<file path="config.mk">
export PLATFORM = sky130hd
export DESIGN_NAME = dlt645_frame_deframer_flat
export DESIGN_NICKNAME = d
export VERILOG_FILES = /design/src/hw/rtl/dlt_pkg.sv /design/src/hw/rtl/dlt_rx_if.sv /design/src/hw/rtl/dlt_res_if.sv /design/src/hw/rtl/dlt645_frame_deframer.sv /design/src/flat_wrapper.sv
export SDC_FILE = /design/constraint.sdc
export NUM_CORES = 1
export LEC_CHECK = 0
export BUFFER_PORTS_ARGS = -buffer_cell sky130_fd_sc_hd__buf_2
export CAP_MARGIN = 20
export CORE_UTILIZATION = 50
export DETAILED_ROUTE_END_ITERATION = 16
export PLACE_DENSITY = 0.68
export SLEW_MARGIN = 20
export SYNTH_ARGS = -nofsm -noshare
export SYNTH_HDL_FRONTEND = slang
export SYNTH_SLANG_ARGS = --single-unit
</file>
<file path="constraint.sdc">
create_clock -name clk -period 15.2 [get_ports clk]
set_input_delay 2.28 -clock clk [delete_from_list [all_inputs] [get_ports clk]]
set_output_delay 2.28 -clock clk [all_outputs]
set_load 0.01 [all_outputs]
</file>
<file path="src/hw/rtl/dlt_pkg.sv">
package dlt_pkg;

	localparam logic [7:0] StartByte  = 8'h68;
	localparam logic [7:0] EndByte    = 8'h16;
	localparam logic [7:0] DataOffset = 8'h33;
	localparam int         HdrBytes   = 8;
	localparam logic [2:0] HdrLast    = 3'(HdrBytes - 1);

	typedef enum logic [2:0] {
		PH_HUNT,
		PH_HDR,
		PH_CTRL,
		PH_LEN,
		PH_DATA,
		PH_CSUM,
		PH_END
	} phase_t;

	typedef enum logic [1:0] {
		ST_GOOD     = 2'd0,
		ST_CSUM_ERR = 2'd1,
		ST_END_ERR  = 2'd2
	} status_t;

	typedef struct packed {
		logic [7:0]  data_byte;
		logic        frame_end;
		logic [47:0] meter_address;
		logic [7:0]  control_code;
		logic [7:0]  data_length;
		status_t     status;
	} res_t;

endpackage

</file>
<file path="src/hw/rtl/dlt_rx_if.sv">
interface dlt_rx_if;
	logic       valid;
	logic       ready;
	logic [7:0] rx_byte;

	modport source (output valid, output rx_byte, input ready);
	modport sink (input valid, input rx_byte, output ready);
endinterface

</file>
<file path="src/hw/rtl/dlt_res_if.sv">
interface dlt_res_if;
	logic        valid;
	logic        ready;
	logic [7:0]  data_byte;
	logic        frame_end;
	logic [47:0] meter_address;
	logic [7:0]  control_code;
	logic [7:0]  data_length;
	logic [1:0]  status;

	modport source (output valid, output data_byte, output frame_end, output meter_address,
		output control_code, output data_length, output status, input ready);
	modport sink (input valid, input data_byte, input frame_end, input meter_address,
		input control_code, input data_length, input status, output ready);
endinterface

</file>
<file path="src/hw/rtl/dlt645_frame_deframer.sv">
// Channel  Dir  Payload                                              Request
// rx       in   rx_byte                                              one received byte
// res      out  data_byte, frame_end, meter_address, control_code,   data byte or
//               data_length, status                                  frame end item
//
// One byte per cycle; frame state and result are updated in the cycle a byte is taken.
// Results pass through a two-entry output buffer; rx.ready drops only while it is full.
// Each result is registered in the output buffer and is presented on res from there.
// arst_n clears the frame state and empties the buffer; the block then hunts for 0x68.
module dlt645_frame_deframer (
	input logic        clk,
	input logic        arst_n,
	dlt_rx_if.sink     rx,
	dlt_res_if.source  res
);

	dlt_pkg::phase_t phase_q, phase_d;
	logic [7:0] win_q [dlt_pkg::HdrBytes];
	logic [7:0] win_d [dlt_pkg::HdrBytes];
	logic [7:0] win_src [dlt_pkg::HdrBytes];
	logic [7:0] win_shift [dlt_pkg::HdrBytes];
	logic [2:0] hdr_cnt_q, hdr_cnt_d;
	logic [7:0] data_cnt_q, data_cnt_d;
	logic [7:0] sum_q, sum_d;
	logic [7:0] ctrl_q, ctrl_d;
	logic [7:0] len_q, len_d;
	logic [7:0] csum_q, csum_d;
	logic [7:0] hdr_sum;
	logic       shift_hit;
	logic [2:0] shift_j;
	logic [7:0] b;
	logic       acc;
	logic       emit;
	dlt_pkg::res_t res_d;

	dlt_pkg::res_t buf_q [2];
	logic       wr_ptr_q, rd_ptr_q;
	logic [1:0] cnt_q;
	logic       push, pop;

	assign b   = rx.rx_byte;
	assign acc = rx.valid && rx.ready;

	// first later start byte among held offsets 1..6
	always_comb begin
		shift_hit = 1'b0;
		shift_j   = '0;
		for (int k = 6; k >= 1; k--) begin
			if (win_q[k] == dlt_pkg::StartByte) begin
				shift_hit = 1'b1;
				shift_j   = 3'(k);
			end
		end
	end

	always_comb begin
		for (int k = 0; k < dlt_pkg::HdrBytes; k++) begin
			win_src[k] = win_q[k];
		end
		win_src[dlt_pkg::HdrBytes - 1] = b;
		for (int k = 0; k < dlt_pkg::HdrBytes; k++) begin
			win_shift[k] = win_src[k];
			for (int jj = 1; jj < dlt_pkg::HdrBytes - 1; jj++) begin
				if (shift_j == 3'(jj) && k + jj < dlt_pkg::HdrBytes) begin
					win_shift[k] = win_src[k + jj];
				end
			end
		end
	end

	always_comb begin
		hdr_sum = b;
		for (int k = 0; k < dlt_pkg::HdrBytes - 1; k++) begin
			hdr_sum = hdr_sum + win_q[k];
		end
	end

	// next phase
	always_comb begin
		phase_d = phase_q;
		if (acc) begin
			unique case (phase_q)
				dlt_pkg::PH_HUNT: begin
					if (b == dlt_pkg::StartByte) phase_d = dlt_pkg::PH_HDR;
				end
				dlt_pkg::PH_HDR: begin
					if (hdr_cnt_q == dlt_pkg::HdrLast) begin
						if (b == dlt_pkg::StartByte) phase_d = dlt_pkg::PH_CTRL;
						else if (!shift_hit) phase_d = dlt_pkg::PH_HUNT;
					end
				end
				dlt_pkg::PH_CTRL: phase_d = dlt_pkg::PH_LEN;
				dlt_pkg::PH_LEN: begin
					phase_d = (b == 8'd0) ? dlt_pkg::PH_CSUM : dlt_pkg::PH_DATA;
				end
				dlt_pkg::PH_DATA: begin
					if (data_cnt_q == 8'd1) phase_d = dlt_pkg::PH_CSUM;
				end
				dlt_pkg::PH_CSUM: phase_d = dlt_pkg::PH_END;
				dlt_pkg::PH_END:  phase_d = dlt_pkg::PH_HUNT;
				default:          phase_d = dlt_pkg::PH_HUNT;
			endcase
		end
	end

	// datapath and results
	always_comb begin
		win_d      = win_q;
		hdr_cnt_d  = hdr_cnt_q;
		data_cnt_d = data_cnt_q;
		sum_d      = sum_q;
		ctrl_d     = ctrl_q;
		len_d      = len_q;
		csum_d     = csum_q;
		emit       = 1'b0;
		res_d      = '0;
		if (acc) begin
			unique case (phase_q)
				dlt_pkg::PH_HUNT: begin
					if (b == dlt_pkg::StartByte) begin
						win_d[0]  = b;
						hdr_cnt_d = 3'd1;
					end
				end
				dlt_pkg::PH_HDR: begin
					if (hdr_cnt_q != dlt_pkg::HdrLast) begin
						win_d[hdr_cnt_q] = b;
						hdr_cnt_d        = hdr_cnt_q + 3'd1;
					end else if (b == dlt_pkg::StartByte) begin
						win_d[dlt_pkg::HdrBytes - 1] = b;
						sum_d = hdr_sum;
					end else if (shift_hit) begin
						win_d     = win_shift;
						hdr_cnt_d = 3'(dlt_pkg::HdrBytes) - shift_j;
					end else begin
						win_d[dlt_pkg::HdrBytes - 1] = b;
					end
				end
				dlt_pkg::PH_CTRL: begin
					ctrl_d = b;
					sum_d  = sum_q + b;
				end
				dlt_pkg::PH_LEN: begin
					len_d      = b;
					data_cnt_d = b;
					sum_d      = sum_q + b;
				end
				dlt_pkg::PH_DATA: begin
					sum_d           = sum_q + b;
					data_cnt_d      = data_cnt_q - 8'd1;
					emit            = 1'b1;
					res_d.data_byte = b - dlt_pkg::DataOffset;
				end
				dlt_pkg::PH_CSUM: begin
					csum_d = b;
				end
				dlt_pkg::PH_END: begin
					emit                = 1'b1;
					sum_d               = '0;
					res_d.frame_end     = 1'b1;
					res_d.meter_address = {win_q[6], win_q[5], win_q[4],
						win_q[3], win_q[2], win_q[1]};
					res_d.control_code  = ctrl_q;
					res_d.data_length   = len_q;
					if (csum_q != sum_q) res_d.status = dlt_pkg::ST_CSUM_ERR;
					else if (b != dlt_pkg::EndByte) res_d.status = dlt_pkg::ST_END_ERR;
					else res_d.status = dlt_pkg::ST_GOOD;
				end
				default: ;
			endcase
		end
	end

	always_ff @(posedge clk or negedge arst_n) begin
		if (!arst_n) begin
			phase_q    <= dlt_pkg::PH_HUNT;
			hdr_cnt_q  <= '0;
			data_cnt_q <= '0;
			sum_q      <= '0;
			ctrl_q     <= '0;
			len_q      <= '0;
			csum_q     <= '0;
			for (int k = 0; k < dlt_pkg::HdrBytes; k++) begin
				win_q[k] <= '0;
			end
		end else begin
			phase_q    <= phase_d;
			hdr_cnt_q  <= hdr_cnt_d;
			data_cnt_q <= data_cnt_d;
			sum_q      <= sum_d;
			ctrl_q     <= ctrl_d;
			len_q      <= len_d;
			csum_q     <= csum_d;
			win_q      <= win_d;
		end
	end

	// two-entry output buffer
	assign push     = emit;
	assign pop      = res.valid && res.ready;
	assign rx.ready = (cnt_q != 2'd2);
	assign res.valid = (cnt_q != 2'd0);

	always_ff @(posedge clk or negedge arst_n) begin
		if (!arst_n) begin
			wr_ptr_q <= 1'b0;
			rd_ptr_q <= 1'b0;
			cnt_q    <= '0;
		end else begin
			if (push) wr_ptr_q <= !wr_ptr_q;
			if (pop) rd_ptr_q <= !rd_ptr_q;
			cnt_q <= cnt_q + {1'b0, push} - {1'b0, pop};
		end
	end

	always_ff @(posedge clk) begin
		if (push) buf_q[wr_ptr_q] <= res_d;
	end

	assign res.data_byte     = buf_q[rd_ptr_q].data_byte;
	assign res.frame_end     = buf_q[rd_ptr_q].frame_end;
	assign res.meter_address = buf_q[rd_ptr_q].meter_address;
	assign res.control_code  = buf_q[rd_ptr_q].control_code;
	assign res.data_length   = buf_q[rd_ptr_q].data_length;
	assign res.status        = buf_q[rd_ptr_q].status;

	a_cnt_range: assert property (@(posedge clk) disable iff (!arst_n)
		cnt_q != 2'd3)
		else $error("output buffer count out of range");

	a_end_phase: assert property (@(posedge clk) disable iff (!arst_n)
		push && res_d.frame_end |-> phase_q == dlt_pkg::PH_END)
		else $error("frame end outside end phase");

	a_hdr_sync: assert property (@(posedge clk) disable iff (!arst_n)
		phase_q == dlt_pkg::PH_CTRL |->
			win_q[0] == dlt_pkg::StartByte && win_q[7] == dlt_pkg::StartByte)
		else $error("header accepted without both start bytes");

	a_data_cnt: assert property (@(posedge clk) disable iff (!arst_n)
		phase_q == dlt_pkg::PH_DATA |-> data_cnt_q != 8'd0)
		else $error("data phase with no bytes left");

endmodule
</file>
<file path="src/flat_wrapper.sv">
// flat-port wrapper written by rule: the top's interface ports become plain ports
module dlt645_frame_deframer_flat 
  (clk, arst_n, rx_valid, rx_rx_byte, rx_ready, res_valid, res_data_byte, res_frame_end, res_meter_address, res_control_code, res_data_length, res_status, res_ready);
  dlt_rx_if rx_i ();
  dlt_res_if res_i ();
  input logic clk;
  input logic arst_n;
  input wire logic [$bits(rx_i.valid)-1:0] rx_valid;
  input wire logic [$bits(rx_i.rx_byte)-1:0] rx_rx_byte;
  output wire logic [$bits(rx_i.ready)-1:0] rx_ready;
  output wire logic [$bits(res_i.valid)-1:0] res_valid;
  output wire logic [$bits(res_i.data_byte)-1:0] res_data_byte;
  output wire logic [$bits(res_i.frame_end)-1:0] res_frame_end;
  output wire logic [$bits(res_i.meter_address)-1:0] res_meter_address;
  output wire logic [$bits(res_i.control_code)-1:0] res_control_code;
  output wire logic [$bits(res_i.data_length)-1:0] res_data_length;
  output wire logic [$bits(res_i.status)-1:0] res_status;
  input wire logic [$bits(res_i.ready)-1:0] res_ready;
  assign rx_i.valid = rx_valid;
  assign rx_i.rx_byte = rx_rx_byte;
  assign rx_ready = rx_i.ready;
  assign res_valid = res_i.valid;
  assign res_data_byte = res_i.data_byte;
  assign res_frame_end = res_i.frame_end;
  assign res_meter_address = res_i.meter_address;
  assign res_control_code = res_i.control_code;
  assign res_data_length = res_i.data_length;
  assign res_status = res_i.status;
  assign res_i.ready = res_ready;
  dlt645_frame_deframer u_core (.clk(clk), .arst_n(arst_n), .rx(rx_i), .res(res_i));
endmodule
</file>
==> qor.csv, run 1 <==
stage;metric;value;unit
global_routing;first-pass GRT wire length;65.5;mm
power_and_ir_drop;Sw Share;41.6;%
synthesis;flops & latches, synth;256;
sta;final setup TNS;0;ns
cts;worst skew pair latency;0.55;ns
global_routing;vias in the first global route;10800;
power_and_ir_drop;pwr/cell area;247;nW/um2
global_routing;GR Overflow Total;0;
synthesis;warnings from Yosys;0;
global_routing;GRT Overall Usage;28.4;%
cts;postcts setup bufs;0;
power_and_ir_drop;Pleak;5.96;nW
power_and_ir_drop;P_sw;1.70;mW
critical_path;CP startpoint kind;primary input;
synthesis;Seq/Total Area, Yosys;48.5;%
cts;CTS Buf Count;28;
power_and_ir_drop;Gate power share;55.1;%
flow_run;maxcap violations;0;
routing;DRC;0;
power_and_ir_drop;Cell Int Power;2.38;mW
sta;FMAX;0.164;GHz
die;CORE AREA;28900;um2
layout;fin nets;1442;
synthesis;post-synthesis async set-or-reset flop share;41.4;%
critical_path;Crit Path Class;in -> reg;
routing;Antenna Violating Nets Remaining;0;
placed_design;number of cells after detailed placement;1714;
critical_path;CP Capture Type;flop;
routing;vias per std cell;6.25;
layout;Area Growth Syn to Fin;12.0;%
placed_design;worst slack at placement;8.55;ns
synthesis;Cell variety after synth;75;
cts;H-tree depth reported by CTS;1;
critical_path;Required @ worst endpoint;15.64;ns
die;Die ar.;30200;um2
routing;per-cell routed wire length;24.2;um
critical_path;CP Max Fanout;14;
power_and_ir_drop;Worst VDD drop;390;uV
sta;Final setup violation count;0;
sta;crit path time final;6.11;ns
power_and_ir_drop;sequential share of power;26.2;%
sta;Max-slew headroom;24.0;%
die;Die Wd;174;um
cts;cts hold-fix bufs;0;
synthesis;Synth Instances;1308;
cts;clock slew at reported path FFs;0.06;ns
layout;final cell count without fillers;1766;
sta;measured slew at the worst slew-check pin;1.14;ns
global_routing;initial antenna violation count;0;
layout;antenna diode count;0;
sta;post-route clock period utilization;40.2;%
synthesis;EDFF count, synth;150;
status;status;finished, final reports clean;
die;row cnt;62;
layout;FILL cells;2448;
cts;clock buffer depth;3;
synthesis;Synth Flop Type;edfxtp_1;
sta;RSZ-0062 raised after global routing;false;
cts;clock tree root buffer cell;clkbuf_16;
sta;final worst slack;9.09;ns
placed_design;port bufs;88;
min_path;min-delay worst type;reg -> reg;
placed_design;post-DP HPWL;28.8;mm
cts;CTS Sinks;256;
layout;layout cells sized above 1;21.3;%
placed_design;gpl congestion;0.967;
routing;drt pass-1 iters;6;
routing;via count;11000;
sta;Slew Viols, Final;0;
global_routing;largest net degree at the start of global routing;77;
synthesis;synthesized area;14700;um2
sta;Final Hold Viols;0;
routing;DR iter-0 viols;1386;
die;IO Count;89;
synthesis;Syn Nets;1390;
cts;PostCTS Resize Cnt;0;
die;die height;174;um
synthesis;Post-Syn Area per Cell;11.3;um2
die;Initial Util;51.1;%
sta;Setup Skew;0.0188;ns
routing;overall routed net length;42.7;mm
critical_path;crit path DAT;6.55;ns
power_and_ir_drop;clock share of power;18.7;%
cts;CTS tree;done;
-- logic make-up (layout without fill, tap and decap cells) --
kind of cell,count (synthesis),after routing,synth area share (%)
AO/OA/AOI/OAI,314,314,15.0
flip-flops,256,256,48.5
XOR/XNOR,40,40,2.38
adder cells (fa/ha/maj),70,70,7.98
buffers and inverters,182,256,5.03
AND/OR/NAND/NOR,308,308,10.4
multiplexers,138,138,10.7
-- area by class of cell --
cell class	instances	area, um2	area share [%]
multi-input cells	870	6870	41.6
clock inverters	19	307	1.86
well taps	384	480	2.91
flip-flops and latches	256	7160	43.3
inverters	96	360	2.18
repair buffers	108	593	3.59
clock buffers	33	749	4.54
-- cells in the mapped netlist (all sizes together), types with 27 or more instances --
cell / instances / area [um2]
a21oi: 73 / 414
o211ai: 41 / 308
a31oi: 32 / 200
buf: 32 / 178
inv: 93 / 349
edfxtp: 150 / 4500
ha: 30 / 375
clkbuf: 54 / 204
nand2: 97 / 372
xnor2: 34 / 298
nor3: 47 / 235
nor2: 68 / 263
and2: 33 / 206
mux2: 111 / 1300
o21ai: 51 / 259
dfrtp: 106 / 2650
fa: 40 / 801
mux2i: 27 / 270
-- metal layers --
metal | wire length, um | vias to the layer above | global-route usage (%)
li1 | - | 4884 | -
met1 | 18400 | 5419 | 41.9
met2 | 18100 | 614 | 40.9
met3 | 4520 | 120 | 6.67
met4 | 1620 | 0 | 10.0
met5 | 0 | - | 0
-- metrics by stage --
step,hold slack [ns],util [%],cell area [um2],power [mW]
6_report,0.477,57.2,16500,4.08
5_1_grt,0.484,57.2,16500,4.37
4_1_cts,0.476,57.2,16500,4.06
3_5_place_dp,0.463,53.6,15500,3.29
3_3_place_gp,0.457,53.5,15500,3.20
2_1_floorplan,0.442,-,14700,2.75
-- placed cells by master, fill, tap and decap left out, types with 7 or more instances in the layout --
| master | instances |
|---|---|
| edfxtp_1 | 150 |
| dfrtp_1 | 105 |
| mux2_2 | 97 |
| nand2_1 | 96 |
| inv_1 | 93 |
| buf_2 | 87 |
| a21oi_1 | 67 |
| nor2_1 | 65 |
| nor3_1 | 46 |
| o21ai_0 | 45 |
| o211ai_1 | 41 |
| fa_1 | 40 |
| xnor2_1 | 34 |
| and2_1 | 33 |
| a31oi_1 | 32 |
| ha_1 | 30 |
| clkbuf_16 | 28 |
| mux2i_1 | 27 |
| a211oi_1 | 24 |
| buf_4 | 21 |
| mux2_4 | 14 |
| a22oi_1 | 10 |
| nand3_1 | 9 |
| o31ai_1 | 9 |
| nand4_1 | 8 |
| nor4_1 | 8 |
| o41ai_1 | 8 |
| nor2b_1 | 7 |
| a22o_1 | 7 |
| a32o_1 | 7 |
| o2111a_1 | 7 |
| bufinv_16 | 7 |
-- critical path: stages --
cell and delay, ns:
buf_2 0.35, inv_1 0.26, fa_1 0.58, inv_1 0.05
fa_1 0.45, fa_1 0.49, inv_1 0.05, fa_1 0.47
inv_1 0.07, ha_1 0.26, a21o_1 0.18, a21oi_1 0.26
o21bai_1 0.10, a21oi_1 0.20, xnor2_1 0.09, a22o_1 0.19
a22o_1 0.23
-- registers in the layout, summed over array words and instances, names as in the netlist --
| register | flops |
|---|---|
| u_core.data_cnt_q | 8 |
| u_core.buf_q | 150 |
| u_core.sum_q | 8 |
| u_core.csum_q | 8 |
| u_core.phase_q | 3 |
| u_core.wr_ptr_q | 1 |
| u_core.win_q | 56 |
| u_core.ctrl_q | 8 |
| u_core.len_q | 8 |
| u_core.cnt_q | 2 |
| u_core.rd_ptr_q | 1 |
| u_core.hdr_cnt_q | 3 |
-- power by group through the flow --
stage          sequential [mW]  combinational (mW)  clock [mW]
2_1_floorplan            0.957                1.79           0
3_3_place_gp              1.06                2.14           0
3_5_place_dp              1.06                2.23           0
4_1_cts                   1.05                2.24       0.775
5_1_grt                   1.07                2.49       0.801
6_report                  1.07                2.25       0.763
-- path summary, 6_finish.rpt --
kind	cells past startpoint	slack [ns]	from	to
hold / removal	2	0.48	u_core.len_q[1]$_DFFE_PN0P_	u_core.len_q[1]$_DFFE_PN0P_
min in group asynchronous	1	1.70	arst_n	u_core.hdr_cnt_q[2]$_DFFE_PN0P_
hold reg to reg	2	0.48	u_core.len_q[1]$_DFFE_PN0P_	u_core.len_q[1]$_DFFE_PN0P_
max in group asynchronous	2	12.07	arst_n	u_core.rd_ptr_q$_DFFE_PN0P_
setup reg to reg	13	10.00	u_core.win_q[22]$_DFFE_PN0P_	u_core.win_q[58]$_DFFE_PN0P_
setup / recovery	17	9.09	rx_rx_byte[3]	u_core.sum_q[7]$_DFFE_PN0P_
Power figures use the tool's default switching activity.
==> run 2, diff against run 1 <==
- clock period: 15.2 -> 5.7 ns (I/O delays scaled with it)
==> qor.csv, run 2 (synthesis gave the netlist of run 1 again) <==
stage;metric;value;unit;change
status;status;finished, final reports clean;;
sta;RSZ-0062 raised after global routing;false;;
critical_path;CP Max Fanout;31;;+17
sta;Setup Skew;0.0268;ns;+0.00801 ns
placed_design;worst slack at placement;0.832;ns;-7.72 ns
placed_design;DP Area;15600;um2;+0.84%
routing;DR iter-0 viols;1337;;-3.5%
power_and_ir_drop;Pleak;5.96;nW;about the same
critical_path;crit path DAT;4.94;ns;-1.61 ns
routing;Antenna Violating Nets Remaining;0;;unchanged
cts;CTS Sinks;256;;unchanged
sta;Max-slew headroom;28.6;%;+4.6 points
cts;cts hold-fix bufs;0;;unchanged
sta;final setup TNS;0;ns;unchanged
global_routing;first-pass GRT wire length;66.9;mm;+2.1%
layout;most frequent cells in the layout;edfxtp_1, dfrtp_1, mux2_2;;
layout;antenna diode count;0;;unchanged
routing;overall routed net length;43.4;mm;+1.8%
global_routing;GR Overflow Total;0;;unchanged
sta;Final Hold Viols;0;;unchanged
cts;PostCTS Resize Cnt;0;;unchanged
cts;clock slew at reported path FFs;0.07;ns;about the same
global_routing;largest net degree at the start of global routing;65;;-16%
layout;area of the multi-input gates;6860;um2;-0.13%
critical_path;Reg2Reg Depth;13;;unchanged
layout;Area Growth Syn to Fin;11.8;%;
cts;H-tree depth reported by CTS;1;;unchanged
cts;clock tree root buffer cell;clkbuf_16;;
sta;Final setup violation count;0;;unchanged
sta;post-route clock period utilization;79.1;%;
power_and_ir_drop;pwr/cell area;648;nW/um2;+160%
sta;crit path time final;4.51;ns;
cts;postcts setup bufs;0;;unchanged
sta;final worst slack;1.19;ns;-7.90 ns
die;die height;174;um;unchanged
layout;final cell count without fillers;1784;;+1.0%
layout;Final Cell Area;16500;um2;-0.18%
sta;measured slew at the worst slew-check pin;1.07;ns;-0.0683 ns
layout;most common cell after layout, fill and taps aside;edfxtp_1;;
die;Initial Util;51.1;%;unchanged
die;row cnt;62;;unchanged
layout;largest registers;u_core.buf_q (150), u_core.win_q (56);;
critical_path;CP startpoint kind;flop;;
routing;via count;11100;;+0.92%
placed_design;number of cells after detailed placement;1732;;+1.1%
power_and_ir_drop;Worst VDD drop;1100;uV;+180%
global_routing;vias in the first global route;11000;;+1.9%
layout;layout cells sized above 1;21.7;%;+0.44 points
layout;Largest register FFs;150;;unchanged
cts;CTS tree;done;;
die;CORE AREA;28900;um2;unchanged
die;IO Count;89;;unchanged
critical_path;crit path cell chain;and4bb_1, nand4_2, or3b_4, nand2_4, inv_1, ha_1, inv_1, and4_1, a21oi_4, buf_4, a2111oi_0, o41ai_1, mux2_4;;
routing;vias per std cell;6.24;;-0.10%
global_routing;GRT Overall Usage;29.1;%;+0.71 points
die;Die Wd;174;um;unchanged
cts;CTS Buf Count;28;;unchanged
cts;worst skew pair latency;0.56;ns;about the same
sta;Slew Viols, Final;0;;unchanged
min_path;min-delay worst type;in -> async;;
critical_path;WP depth;13;;-4
global_routing;initial antenna violation count;1;;+1
layout;fin nets;1460;;+1.2%
critical_path;Crit Path Class;reg -> reg;;
cts;clock buffer depth;3;;unchanged
critical_path;CP Capture Type;flop;;
routing;per-cell routed wire length;24.3;um;+0.73%
placed_design;post-DP HPWL;29.9;mm;+4.0%
routing;DRC;0;;unchanged
die;Die ar.;30200;um2;unchanged
critical_path;Largest stage delay, worst path;0.80;ns;+0.22 ns
critical_path;CP top delay family;simple AND/OR/NAND/NOR gates;;
critical_path;Required @ worst endpoint;6.13;ns;-9.51 ns
layout;FILL cells;2434;;-0.57%
flow_run;maxcap violations;0;;unchanged
placed_design;gpl congestion;0.989;;+2.3%
critical_path;CP bufs+invs;3;;-2
layout;largest reg by FF count;u_core.buf_q;;
routing;drt pass-1 iters;5;;-1
sta;FMAX;0.222;GHz;
critical_path;Worst path slowest cell;dfrtp_1;;
placed_design;port bufs;88;;unchanged
layout;Register Area;7160;um2;unchanged
critical_path;CP most frequent cell;inv_1;;
==> run 2: worst paths after layout <==
| check | to | start | slack (ns) |
|---|---|---|---|
| worst max register to register | u_core.win_q[52]$_DFFE_PN0P_ | u_core.win_q[23]$_DFFE_PN0P_ | 1.19 |
| min in group clk | u_core.ctrl_q[3]$_DFFE_PN0P_ | u_core.ctrl_q[3]$_DFFE_PN0P_ | 0.48 |
| max in group asynchronous | u_core.rd_ptr_q$_DFFE_PN0P_ | arst_n | 4.43 |
| worst min-delay path | u_core.win_q[33]$_DFFE_PN0P_ | arst_n | 0.33 |
| worst max-delay path | u_core.win_q[52]$_DFFE_PN0P_ | u_core.win_q[23]$_DFFE_PN0P_ | 1.19 |
| worst min register to register | u_core.ctrl_q[3]$_DFFE_PN0P_ | u_core.ctrl_q[3]$_DFFE_PN0P_ | 0.48 |
==> run 2: layout make-up <==
class	count	share of cell area [%]
clock buffer	35	4.47
timing repair buffer	126	4.42
sequential	256	43.4
multi-input combinational	870	41.6
clock inverter	17	0.987
tap	384	2.91
inverter	96	2.19
==> run 2: power by group <==
group	switching, mW	internal (mW)	total [mW]
Clock	0.758	1.01	1.77
Combinational	3.29	2.83	6.12
Sequential	0.499	2.29	2.79
==> run 2: worst reg2reg max path: cells and delay by family, from the launching register on <==
family,cells,cell delay (ns)
AND/OR/NAND/NOR,5,1.49
AO/OA/AOI/OAI,3,0.86
flip-flops,1,0.80
buffers and inverters,3,0.65
multiplexers,1,0.28
adder cells (fa/ha/maj),1,0.27
==> run 2: routing by layer <==
metal  vias to the layer above  routed length, um  global-route usage [%]  part of all wire [%]
li1                       4919                  -                       -                     -
met2                       608              18500                    42.2                    43
met1                      5490              18700                    42.4                    43
met3                       121               4510                    6.71                    10
met4                         0               1750                    11.3                   4.0
met5                         -                  0                       0                     0
==> run 2: stage by stage <==
stage          utilization (%)  hold WS (ns)  total power [mW]
2_1_floorplan                -         0.442              7.33
6_report                  57.1         0.333              10.7
3_5_place_dp              54.0         0.466              8.81
4_1_cts                   57.1         0.344              10.6
3_3_place_gp              54.0         0.453              8.72
5_1_grt                   57.1         0.372              11.6
